## config.mk

```make
export PLATFORM = sky130hd
export DESIGN_NAME = beat_clock_tracker
export DESIGN_NICKNAME = d
export VERILOG_FILES = /design/src/bct_pkg.sv /design/src/beat_clock_tracker.sv
export SDC_FILE = /design/constraint.sdc
export NUM_CORES = 1
export LEC_CHECK = 0
export BUFFER_PORTS_ARGS = -buffer_cell sky130_fd_sc_hd__buf_2
export CORE_MARGIN = 4
export CORE_UTILIZATION = 66
export CTS_BUF_LIST = sky130_fd_sc_hd__clkbuf_16
export DETAILED_ROUTE_END_ITERATION = 12
export GPL_ROUTABILITY_DRIVEN = 1
export PLACE_DENSITY = 0.94
export SLEW_MARGIN = 25
export SYNTH_ARGS = -nofsm -noshare
export SYNTH_HDL_FRONTEND = slang
export SYNTH_SLANG_ARGS = --single-unit
```

## constraint.sdc

```tcl
create_clock -name clk -period 7.1 [get_ports clk]
set_input_delay 0.355 -clock clk [delete_from_list [all_inputs] [get_ports clk]]
set_output_delay 0.355 -clock clk [all_outputs]
set_load 0.05 [all_outputs]
```

## src/bct_pkg.sv

```systemverilog
// ----------------------------------------------------------------------------
// bct_pkg
// Shared constants for the beat clock tracker: tenth-frame tick counts,
// beat counter limits, configuration register indexes and field widths.
// ----------------------------------------------------------------------------
package bct_pkg;

  localparam int unsigned FRAME_W    = 24;
  localparam int unsigned TICK_W     = 28;
  localparam int unsigned PERIOD_W   = 16;
  localparam int unsigned BPM_W      = 10;
  localparam int unsigned SUBS_W     = 4;
  localparam int unsigned BEAT_W     = 25;
  localparam int unsigned BAR_W      = 22;
  localparam int unsigned PCT_W      = 7;
  localparam int unsigned CFG_IDX_W  = 8;

  localparam logic [PERIOD_W-1:0] TICKS_PER_MINUTE = 16'd36000;
  localparam logic [PCT_W-1:0]    PERCENT          = 7'd100;
  localparam logic [SUBS_W-1:0]   MAX_SUBS         = 4'd8;

  localparam logic signed [BEAT_W-1:0] BEAT_START = -25'sd2;
  localparam logic signed [BEAT_W-1:0] BEAT_MAX   = 25'sd16777215;

  localparam logic [BPM_W-1:0]  BPM_RESET  = 10'd120;
  localparam logic [SUBS_W-1:0] SUBS_RESET = 4'd4;

  localparam logic [CFG_IDX_W-1:0] REG_TEMPO_BPM = 8'd0;
  localparam logic [CFG_IDX_W-1:0] REG_SUB_BEATS = 8'd1;

  localparam logic [1:0] EV_NONE     = 2'd0;
  localparam logic [1:0] EV_SUB_TICK = 2'd1;
  localparam logic [1:0] EV_NEW_BEAT = 2'd2;
  localparam logic [1:0] EV_SUB_WRAP = 2'd3;

endpackage

```

## src/beat_clock_tracker.sv

```systemverilog
// ----------------------------------------------------------------------------
// beat_clock_tracker
// Derives beat and sub-beat timing from a video frame number using a single
// shared radix-4 restoring divider driven by a small sequencer.
// ----------------------------------------------------------------------------
// channel | direction | payload
// in      | sink      | frame_number
// out     | source    | event_code, beat_count, beat_in_bar, sub_index,
//         |           | bar_count, beat_progress, sub_progress, sub_count
// cfg     | sink      | index, data (tempo_bpm, sub_beats_per_beat)
//
// Each transaction runs six divisions (beat period, sub period,
// two remainders, two percentages) in turn on one divider, two quotient
// bits per cycle, each division preceded by a load state.
// Reset sets tempo 120, four sub beats, beat count -2; no clearing pass.
// in_ready is low while a transaction is in flight; a result stalled on
// out_ready holds the sequencer in its final state. cfg_ready is high only
// while idle.
// ----------------------------------------------------------------------------
module beat_clock_tracker (
  input  logic                          clk,
  input  logic                          rst_n,
  input  logic                          in_valid,
  output logic                          in_ready,
  input  logic [bct_pkg::FRAME_W-1:0]   in_frame_number,
  output logic                          out_valid,
  input  logic                          out_ready,
  output logic [1:0]                    out_event_code,
  output logic signed [bct_pkg::BEAT_W-1:0] out_beat_count,
  output logic signed [2:0]             out_beat_in_bar,
  output logic [2:0]                    out_sub_index,
  output logic [bct_pkg::BAR_W-1:0]     out_bar_count,
  output logic [bct_pkg::PCT_W-1:0]     out_beat_progress,
  output logic [bct_pkg::PCT_W-1:0]     out_sub_progress,
  output logic [bct_pkg::SUBS_W-1:0]    out_sub_count,
  input  logic                          cfg_valid,
  output logic                          cfg_ready,
  input  logic [bct_pkg::CFG_IDX_W-1:0] cfg_index,
  input  logic [bct_pkg::BPM_W-1:0]     cfg_data
);

  import bct_pkg::*;

  typedef enum logic [1:0] {
    ST_IDLE,
    ST_LOAD,
    ST_DIV,
    ST_DONE
  } state_t;

  typedef enum logic [2:0] {
    OP_BEAT_PERIOD,
    OP_SUB_PERIOD,
    OP_BEAT_MOD,
    OP_BEAT_PCT,
    OP_SUB_MOD,
    OP_SUB_PCT
  } op_t;

  state_t               state_r;
  op_t                  op_r;
  logic [BPM_W-1:0]     bpm_r;
  logic [SUBS_W-1:0]    subs_r;
  logic [TICK_W-1:0]    ticks_r;
  logic [TICK_W-1:0]    dvd_r;
  logic [PERIOD_W-1:0]  div_r;
  logic [PERIOD_W-1:0]  rem_r;
  logic [PERIOD_W-1:0]  quo_r;
  logic [3:0]           cnt_r;
  logic [PERIOD_W-1:0]  beat_per_r;
  logic [PERIOD_W-1:0]  sub_per_r;
  logic [PERIOD_W-1:0]  mod_r;
  logic [PCT_W-1:0]     prog_r;
  logic [PCT_W-1:0]     sprog_r;
  logic [PCT_W-1:0]     last_prog_r;
  logic signed [BEAT_W-1:0] beat_r;
  logic [2:0]           sub_pos_r;
  logic                 out_valid_r;

  logic [BPM_W-1:0]     bpm_eff;
  logic [SUBS_W-1:0]    subs_eff;
  logic [13:0]          bpm_subs;
  logic [21:0]          mod_pct;
  logic [PERIOD_W:0]    part1;
  logic [PERIOD_W:0]    part2;
  logic                 q1;
  logic                 q2;
  logic [PERIOD_W-1:0]  rem1;
  logic [PERIOD_W-1:0]  rem_nxt;
  logic [PERIOD_W-1:0]  quo_nxt;
  logic                 new_beat;
  logic signed [BEAT_W-1:0] beat_nxt;
  logic [2:0]           sub_pos_nxt;
  logic [1:0]           event_nxt;
  logic                 sub_wrap;

  always_comb begin
    bpm_eff = (bpm_r == '0) ? BPM_W'(1) : bpm_r;
    if (subs_r == '0) begin
      subs_eff = SUBS_W'(1);
    end else if (subs_r > MAX_SUBS) begin
      subs_eff = MAX_SUBS;
    end else begin
      subs_eff = subs_r;
    end
    bpm_subs = bpm_eff * subs_eff;
    mod_pct  = mod_r * PERCENT;
  end

  always_comb begin
    part1   = {rem_r, dvd_r[TICK_W-1]};
    q1      = (part1 >= {1'b0, div_r});
    rem1    = q1 ? PERIOD_W'(part1 - {1'b0, div_r}) : part1[PERIOD_W-1:0];
    part2   = {rem1, dvd_r[TICK_W-2]};
    q2      = (part2 >= {1'b0, div_r});
    rem_nxt = q2 ? PERIOD_W'(part2 - {1'b0, div_r}) : part2[PERIOD_W-1:0];
    quo_nxt = {quo_r[PERIOD_W-3:0], q1, q2};
  end

  always_comb begin
    new_beat = (prog_r != last_prog_r) && (prog_r == '0);
    beat_nxt = (new_beat && (beat_r < BEAT_MAX)) ? beat_r + 25'sd1 : beat_r;
    sub_wrap = ({1'b0, sub_pos_r} + 4'd1) >= subs_eff;
    sub_pos_nxt = sub_pos_r;
    event_nxt   = EV_NONE;
    if (sprog_r == '0) begin
      if (sub_wrap) begin
        sub_pos_nxt = 3'd0;
        event_nxt   = new_beat ? EV_NEW_BEAT : EV_SUB_WRAP;
      end else begin
        sub_pos_nxt = sub_pos_r + 3'd1;
        event_nxt   = new_beat ? EV_NEW_BEAT : EV_SUB_TICK;
      end
    end
  end

  assign in_ready  = (state_r == ST_IDLE);
  assign cfg_ready = (state_r == ST_IDLE);
  assign out_valid = out_valid_r;

  always_ff @(posedge clk) begin
    if (!rst_n) begin
      state_r     <= ST_IDLE;
      op_r        <= OP_BEAT_PERIOD;
      bpm_r       <= BPM_RESET;
      subs_r      <= SUBS_RESET;
      beat_r      <= BEAT_START;
      sub_pos_r   <= 3'd0;
      last_prog_r <= '0;
      out_valid_r <= 1'b0;
      cnt_r       <= '0;
    end else begin
      if (cfg_valid && cfg_ready) begin
        if (cfg_index == REG_TEMPO_BPM) begin
          bpm_r <= cfg_data;
        end else if (cfg_index == REG_SUB_BEATS) begin
          subs_r <= cfg_data[SUBS_W-1:0];
        end
      end

      if (out_valid_r && out_ready && (state_r != ST_DONE)) begin
        out_valid_r <= 1'b0;
      end

      unique case (state_r)
        ST_IDLE: begin
          if (in_valid) begin
            ticks_r <= TICK_W'(in_frame_number) * TICK_W'(10);
            op_r    <= OP_BEAT_PERIOD;
            state_r <= ST_LOAD;
          end
        end

        ST_LOAD: begin
          rem_r   <= '0;
          quo_r   <= '0;
          state_r <= ST_DIV;
          unique case (op_r)
            OP_BEAT_PERIOD: begin
              dvd_r <= {TICKS_PER_MINUTE, 12'd0};
              div_r <= PERIOD_W'(bpm_eff);
              cnt_r <= 4'd7;
            end
            OP_SUB_PERIOD: begin
              dvd_r <= {TICKS_PER_MINUTE, 12'd0};
              div_r <= PERIOD_W'(bpm_subs);
              cnt_r <= 4'd7;
            end
            OP_BEAT_MOD: begin
              dvd_r <= ticks_r;
              div_r <= beat_per_r;
              cnt_r <= 4'd13;
            end
            OP_BEAT_PCT: begin
              dvd_r <= {mod_pct, 6'd0};
              div_r <= beat_per_r;
              cnt_r <= 4'd10;
            end
            OP_SUB_MOD: begin
              dvd_r <= ticks_r;
              div_r <= sub_per_r;
              cnt_r <= 4'd13;
            end
            OP_SUB_PCT: begin
              dvd_r <= {mod_pct, 6'd0};
              div_r <= sub_per_r;
              cnt_r <= 4'd10;
            end
            default: begin
              dvd_r <= '0;
              div_r <= PERIOD_W'(1);
              cnt_r <= '0;
            end
          endcase
        end

        ST_DIV: begin
          rem_r <= rem_nxt;
          quo_r <= quo_nxt;
          dvd_r <= {dvd_r[TICK_W-3:0], 2'b00};
          cnt_r <= cnt_r - 4'd1;
          if (cnt_r == '0) begin
            unique case (op_r)
              OP_BEAT_PERIOD: begin
                beat_per_r <= quo_nxt;
                op_r       <= OP_SUB_PERIOD;
                state_r    <= ST_LOAD;
              end
              OP_SUB_PERIOD: begin
                sub_per_r <= quo_nxt;
                op_r      <= OP_BEAT_MOD;
                state_r   <= ST_LOAD;
              end
              OP_BEAT_MOD: begin
                mod_r   <= rem_nxt;
                op_r    <= OP_BEAT_PCT;
                state_r <= ST_LOAD;
              end
              OP_BEAT_PCT: begin
                prog_r  <= quo_nxt[PCT_W-1:0];
                op_r    <= OP_SUB_MOD;
                state_r <= ST_LOAD;
              end
              OP_SUB_MOD: begin
                mod_r   <= rem_nxt;
                op_r    <= OP_SUB_PCT;
                state_r <= ST_LOAD;
              end
              OP_SUB_PCT: begin
                sprog_r <= quo_nxt[PCT_W-1:0];
                state_r <= ST_DONE;
              end
              default: begin
                state_r <= ST_IDLE;
              end
            endcase
          end
        end

        ST_DONE: begin
          if (!out_valid_r || out_ready) begin
            last_prog_r       <= prog_r;
            beat_r            <= beat_nxt;
            sub_pos_r         <= sub_pos_nxt;
            out_valid_r       <= 1'b1;
            out_event_code    <= event_nxt;
            out_beat_count    <= beat_nxt;
            out_sub_index     <= sub_pos_nxt;
            out_beat_progress <= prog_r;
            out_sub_progress  <= sprog_r;
            out_sub_count     <= subs_eff;
            if (beat_nxt[BEAT_W-1]) begin
              out_beat_in_bar <= beat_nxt[2:0];
              out_bar_count   <= '0;
            end else begin
              out_beat_in_bar <= {1'b0, beat_nxt[1:0]};
              out_bar_count   <= beat_nxt[BAR_W+1:2];
            end
            state_r <= ST_IDLE;
          end
        end

        default: begin
          state_r <= ST_IDLE;
        end
      endcase
    end
  end

endmodule
```

==> results of run 1 <==
power by group:
| group | internal [uW] | switching (uW) | leakage [uW] | total (uW) |
|---|---|---|---|---|
| sequential | 2080 | 64.0 | 0.00257 | 2140 |
| combinational | 668 | 971 | 0.00504 | 1640 |
| clock | 855 | 659 | 0.000483 | 1510 |
| total | 3600 | 1690 | 0.00809 | 5290 |
worst max-delay path, delay by kind of cell (launching register included):
family / cells / cell delay (ns)
DFF: 1 / 0.40
muxes: 2 / 0.87
and+or+nand+nor: 4 / 0.78
adders and majority gates: 2 / 0.78
AOI/OAI and AO/OA: 9 / 3.08
state kept, by name, summed over array words and instances (netlist names), 7 cells and up:
signal and flops:
beat_per_r 16, beat_r 25, bpm_r 10, div_r 16, dvd_r 27, last_prog_r 7, mod_r 16, out_bar_count 22
out_beat_count 25, out_beat_progress 7, out_sub_progress 7, prog_r 7, quo_r 14, rem_r 16, sprog_r 7, sub_per_r 16
ticks_r 27
cell type report:
type,count,area share
timing repair buffer,139,0.03859
tap,335,0.02169
multi-input combinational,1127,0.4426
inverter,131,0.02544
clock buffer,29,0.03755
clock inverter,25,0.01094
sequential,292,0.4232
worst max path at each step:
stage	startpoint	to	cells after the start
floorplan	div_r[1]	rem_r[10]	20
global placement	rem_r[7]	rem_r[2]	17
detailed placement	rem_r[7]	rem_r[2]	17
CTS	rem_r[7]	rem_r[5]	17
global route	rem_r[7]	rem_r[5]	17
finish	rem_r[7]	rem_r[5]	17
stage by stage:
stage | cells | worst slack (ns)
after floorplan | 1602 | 2.215
after global placement | 2021 | 1.346
after detailed placement | 2021 | 1.246
after CTS | 2078 | 1.058
after global routing | 2078 | 0.6156
final | 2078 | 0.8988
logic make-up after synthesis:
kind of cell | share of synthesized area
DFF | 0.4698
buffers and inverters | 0.04119
AOI/OAI and AO/OA | 0.1170
and+or+nand+nor | 0.1365
xor gates and xnor gates | 0.05032
muxes | 0.03587
adders and majority gates | 0.1494
per-layer routing:
layer	up-vias	wire (um)
met1	6231	15440
met4	0	1604
li1	5963	-
met2	706	20300
met5	-	0
met3	159	3441
cells in the final DEF (no fill, tap or decap), drive strengths merged, types with 10 or more instances in the layout:
| cell type | netlist | routed |
|---|---|---|
| edfxtp | 233 | 233 |
| ha | 155 | 155 |
| inv | 131 | 140 |
| buf | 19 | 136 |
| nand2 | 123 | 123 |
| a21oi | 106 | 106 |
| nor2 | 95 | 95 |
| and2 | 68 | 68 |
| o21ai | 67 | 67 |
| xnor2 | 61 | 61 |
| dfxtp | 59 | 59 |
| nor2b | 46 | 46 |
| xor2 | 39 | 39 |
| a21o | 30 | 30 |
| fa | 30 | 30 |
| mux2i | 29 | 29 |
| clkbuf | 33 | 29 |
| mux2 | 26 | 26 |
| and3 | 25 | 25 |
| nor3 | 23 | 23 |
| nand3 | 16 | 16 |
| nand4 | 16 | 16 |
| nand2b | 14 | 14 |
| o21a | 14 | 14 |
| o31ai | 14 | 14 |
| a21boi | 14 | 14 |
| nor4 | 11 | 11 |
| a31oi | 10 | 10 |
| clkinv | 0 | 10 |
what timing repair did:
item,CTS,global route
buffers inserted,0,0
endpoints found under the setup margin,0,0
hold buffers,3,0
endpoints found under the hold margin,3,0
==> results.sh, run 1 <==
export IMPL_fin_hold_ws_ns=0.01386
export IMPL_clk_pin_slew_worst_paths_ns=0.06
export IMPL_placed_area_um2=18350
export IMPL_grt_usage=0.2793
export IMPL_synth_top_cell_area_share=0.4020
export IMPL_grt_busiest_layer="met2"
export IMPL_yosys_warnings=0
export IMPL_status="complete, no violations"
export IMPL_grt_pass1_vias=13090
export IMPL_vias=13060
export IMPL_setup_viol=0
export IMPL_postRouteAntennaNets=0
export IMPL_ir_worst_vdd_v=0.0002285
export IMPL_synth_largest_area_cell="edfxtp_1"
export IMPL_cp_data_required_time_ns=7.42
export IMPL_grt_start_max_net_pins=77
export IMPL_clock_skew_ns=0.02242
export IMPL_grt_pass1_wl_mm=66.35
export IMPL_nets=1952
export IMPL_crit_reg2reg_capture="rem_r[5]"
export IMPL_post_dp_hpwl_mm=27.86
export IMPL_startpoint_type="register"
export IMPL_die_w_um=170.4
export IMPL_r2r_start="rem_r[7]"
export IMPL_path_cells="ha_1, a21oi_1, o21ai_1, nand2b_1, o22ai_4, a31oi_4, mux2i_1, ha_1, nor2b_1, o31a_1, o31ai_1, a21oi_1, nor3_1, o221ai_2, a31oi_4, mux2_2, and2_1"
export IMPL_fin_crit_sh=0.8734
export IMPL_timing_slew_headroom=0.3159
export IMPL_async_flop_share=0
export IMPL_fin_crit_ns=6.201
export IMPL_drc=0
export IMPL_crit_fanout=27
export IMPL_synth_nets=1834
export IMPL_area_growth_syn_to_layout_pct=11.03
export IMPL_final_cell_area_um2=19330
export IMPL_ys_top_cells_by_count="edfxtp_1 (233), ha_1 (155), inv_1 (129)"
export IMPL_worstSetupPathType="register to register"
export IMPL_critPathCaptureType="register"
export IMPL_use_met3=0.04088
export IMPL_slew_violations=0
export IMPL_hold_viol_final=0
export IMPL_hold_end="bpm_r[6]"
export IMPL_antenna_found_initial=0
export IMPL_postLayoutCoreUtil=0.7437
export IMPL_grt_remaining_overflow=0
export IMPL_power_uw=5293
export IMPL_multiInputGateArea_um2=8554
export IMPL_hold_class="primary input to register"
export IMPL_ys_seq_elements=292
export IMPL_core_area_um2=25980
export IMPL_crit_slowest_cell="a31oi_4"
export IMPL_dieHeight_um=170.4
export IMPL_wl_mm=40.78
export IMPL_rows=59
export IMPL_gp_routability_congestion=0.9083
export IMPL_gr_usage_met1=0.3493
export IMPL_firstDrtPassIters=9
export IMPL_synth_distinct_cells=73
export IMPL_regArea_um2=8178
export IMPL_synthesis_area_um2=17410
export IMPL_synth_most_common_cell="edfxtp_1"
export IMPL_rrSetupSlack_ns=0.90
export IMPL_cts_buffers=29
export IMPL_rsz0062_at_grt="false"
export IMPL_portBuffers=122
export IMPL_cts_htree_levels=1
export IMPL_crit_path_max_incr_delay_ns=0.79
export IMPL_initial_core_util=0.6699
export IMPL_hold_depth=3
export IMPL_tns_ns=0
export IMPL_leakagePower_uw=0.008092
export IMPL_avgSynthCellArea_um2=10.87
export IMPL_syn_inst=1602
export IMPL_post_cts_resized=0
export IMPL_ys_seq_area_frac=0.4698
export IMPL_min_from="cfg_data[6]"
export IMPL_vias_per_cell=6.284
export IMPL_cts_tree="done"
export IMPL_insertion_delay_ns=0.58
export IMPL_synth_area_leaders="edfxtp_1 (40%), ha_1 (11%), dfxtp_1 (6.8%), fa_1 (3.5%), xnor2_1 (3.1%)"
export IMPL_io_pins=123
export IMPL_max_clock_freq_mhz=161.3
export IMPL_cts_sinks=292
export IMPL_drv_cap=0
export IMPL_r2r_cells=17
export IMPL_wire_per_inst_um=19.63
export IMPL_cts_root_buf="clkbuf_16"
export IMPL_synth_edf_count=233
export IMPL_drt_iter0_markers=1441
export IMPL_antenna_cells=0
export IMPL_synthFlopType="edfxtp_1"
export IMPL_fillers=1521
export IMPL_worstMarginPinSlew_ns=1.022
export IMPL_dieArea_um2=29040
export IMPL_cts_buffer_depth=3
export IMPL_critPathArrivalTime_ns=6.52
export IMPL_cellPowerDensity_nw_per_um2=273.9
export IMPL_use_met2=0.4952
export IMPL_drive_above_1_share=0.1308
No activity file was read; power rests on OpenSTA's default activity.
==> run 2: changes to the inputs <==
- REMOVE_ABC_BUFFERS: default -> 1
==> results.sh, run 2 (synthesis gave the netlist of run 1 again) <==
export IMPL_gp_routability_congestion=0.9421
export IMPL_crit_slowest_cell="a31oi_4"
export IMPL_post_cts_resized=0
export IMPL_fin_crit_sh=0.7991
export IMPL_worstSetupPathType="register to register"
export IMPL_rows=59
export IMPL_multiInputGateArea_um2=8536
export IMPL_insertion_delay_ns=0.58
export IMPL_cp_common_cell="o31a_1"
export IMPL_postRouteAntennaNets=0
export IMPL_fin_crit_ns=5.673
export IMPL_reg_top3="dvd_r: 27 flops, ticks_r: 27 flops"
export IMPL_cts_tree="done"
export IMPL_crit_path_max_incr_delay_ns=0.71
export IMPL_firstDrtPassIters=6
export IMPL_leakagePower_uw=0.008101
export IMPL_r2r_start="div_r[1]"
export IMPL_status="complete, no violations"
export IMPL_grt_usage=0.2736
export IMPL_timing_slew_headroom=0.3188
export IMPL_antenna_cells=0
export IMPL_clk_pin_slew_worst_paths_ns=0.07
export IMPL_dieArea_um2=29040
export IMPL_final_cell_count_no_fill=2083
export IMPL_initial_core_util=0.6699
export IMPL_vias_per_cell=6.259
export IMPL_grt_start_max_net_pins=77
export IMPL_wl_mm=40.25
export IMPL_path_cells="inv_1, ha_1, nor2b_1, o31a_1, o31a_1, o22ai_4, a31oi_4, buf_4, nor2_1, a21oi_1, ha_1, o21a_1, o31a_1, o31ai_1, a21oi_1, nor3_1, o221ai_2, a31oi_4, mux2_2, and2_1"
export IMPL_post_dp_hpwl_mm=27.93
export IMPL_crit_family="compound AO/OA/AOI/OAI gates"
export IMPL_cts_buffers=29
export IMPL_use_met2=0.4969
export IMPL_antenna_found_initial=0
export IMPL_critPathCaptureType="register"
export IMPL_gr_usage_met1=0.3294
export IMPL_dp_cells=2025
export IMPL_hold_viol_final=0
export IMPL_vias=13040
export IMPL_post_cts_buffers=0
export IMPL_grt_pass1_vias=12820
export IMPL_regArea_um2=8178
export IMPL_cp_startpoint="div_r[1]"
export IMPL_cp_num_buf_inv=2
export IMPL_hold_class="primary input to register"
export IMPL_worstMarginPinSlew_ns=1.022
export IMPL_dieHeight_um=170.4
export IMPL_setup_viol=0
export IMPL_drive_above_1_share=0.1322
export IMPL_rsz0062_at_grt="false"
export IMPL_die_w_um=170.4
export IMPL_final_common_cell="edfxtp_1"
export IMPL_drt_iter0_markers=1276
export IMPL_slew_violations=0
export IMPL_cts_htree_levels=1
export IMPL_drc=0
export IMPL_fillers=1575
export IMPL_ir_worst_vdd_v=0.0002555
export IMPL_drv_cap=0
export IMPL_cp_data_required_time_ns=7.42
export IMPL_use_met3=0.03810
export IMPL_portBuffers=122
export IMPL_nets=1957
export IMPL_min_from="cfg_data[3]"
export IMPL_startpoint_type="register"
export IMPL_crit_fanout=25
export IMPL_fin_hold_ws_ns=0.01728
export IMPL_max_clock_freq_mhz=176.3
export IMPL_cellPowerDensity_nw_per_um2=271.8
export IMPL_area_growth_syn_to_layout_pct=10.97
export IMPL_tns_ns=0
export IMPL_cts_root_buf="clkbuf_16"
export IMPL_grt_busiest_layer="met2"
export IMPL_grt_remaining_overflow=0
export IMPL_cts_sinks=292
export IMPL_core_area_um2=25980
export IMPL_cts_buffer_depth=3
export IMPL_critPathArrivalTime_ns=5.99
export IMPL_clock_skew_ns=0.01939
export IMPL_wire_per_inst_um=19.32
export IMPL_grt_pass1_wl_mm=64.71
export IMPL_layout_common_cells="edfxtp_1 (233), ha_1 (154), inv_1 (137)"
export IMPL_io_pins=123
run 2: what timing repair did:
item                                   in CTS  in global routing
setup endpoints to repair                   0                  0
endpoints found under the hold margin       4                  0
hold buffers                                4                  0
run 2: stage by stage:
step | util | setup WS [ns] | total power (uW) | cell area, um2
4_1_cts | 0.7433 | 1.559 | 5218 | 19310
5_1_grt | 0.7434 | 1.196 | 5464 | 19320
3_3_place_gp | 0.7069 | 1.818 | 3645 | 18370
2_1_floorplan | - | 2.096 | 3360 | 17180
6_report | 0.7434 | 1.427 | 5251 | 19320
3_5_place_dp | 0.7069 | 1.679 | 3729 | 18370
run 2: power by group:
group	leakage (uW)	internal, uW	switching (uW)	total [uW]
Clock	0.000476	817	668	1480
Combinational	0.00505	669	956	1630
Sequential	0.00257	2080	65.6	2140
run 2: layer usage:
| metal | vias to the layer above | wire length, um |
|---|---|---|
| met5 | - | 0 |
| met4 | 0 | 1445 |
| met3 | 124 | 3207 |
| met2 | 678 | 20720 |
| met1 | 6276 | 14880 |
| li1 | 5959 | - |
run 2: worst paths after layout:
path | end | slack [ns] | depth (start not counted)
min | bpm_r[3] | 0.02 | 3
max reg2reg | rem_r[5] | 1.43 | 20
min reg2reg | beat_per_r[15] | 0.44 | 0
max | rem_r[5] | 1.43 | 20
run 2: cell type report:
class                      count  area share
multi-input combinational   1127      0.4419
tap                          335     0.02170
clock inverter                25    0.009328
inverter                     131     0.02546
sequential                   292      0.4234
clock buffer                  29     0.03757
timing repair buffer         144     0.04068
run 2: worst min-delay path: cells and delay by family:
kind                   cells  cell delay, ns
buffers and inverters      1            0.09
multiplexers               1            0.07
AND/OR/NAND/NOR            1            0.06
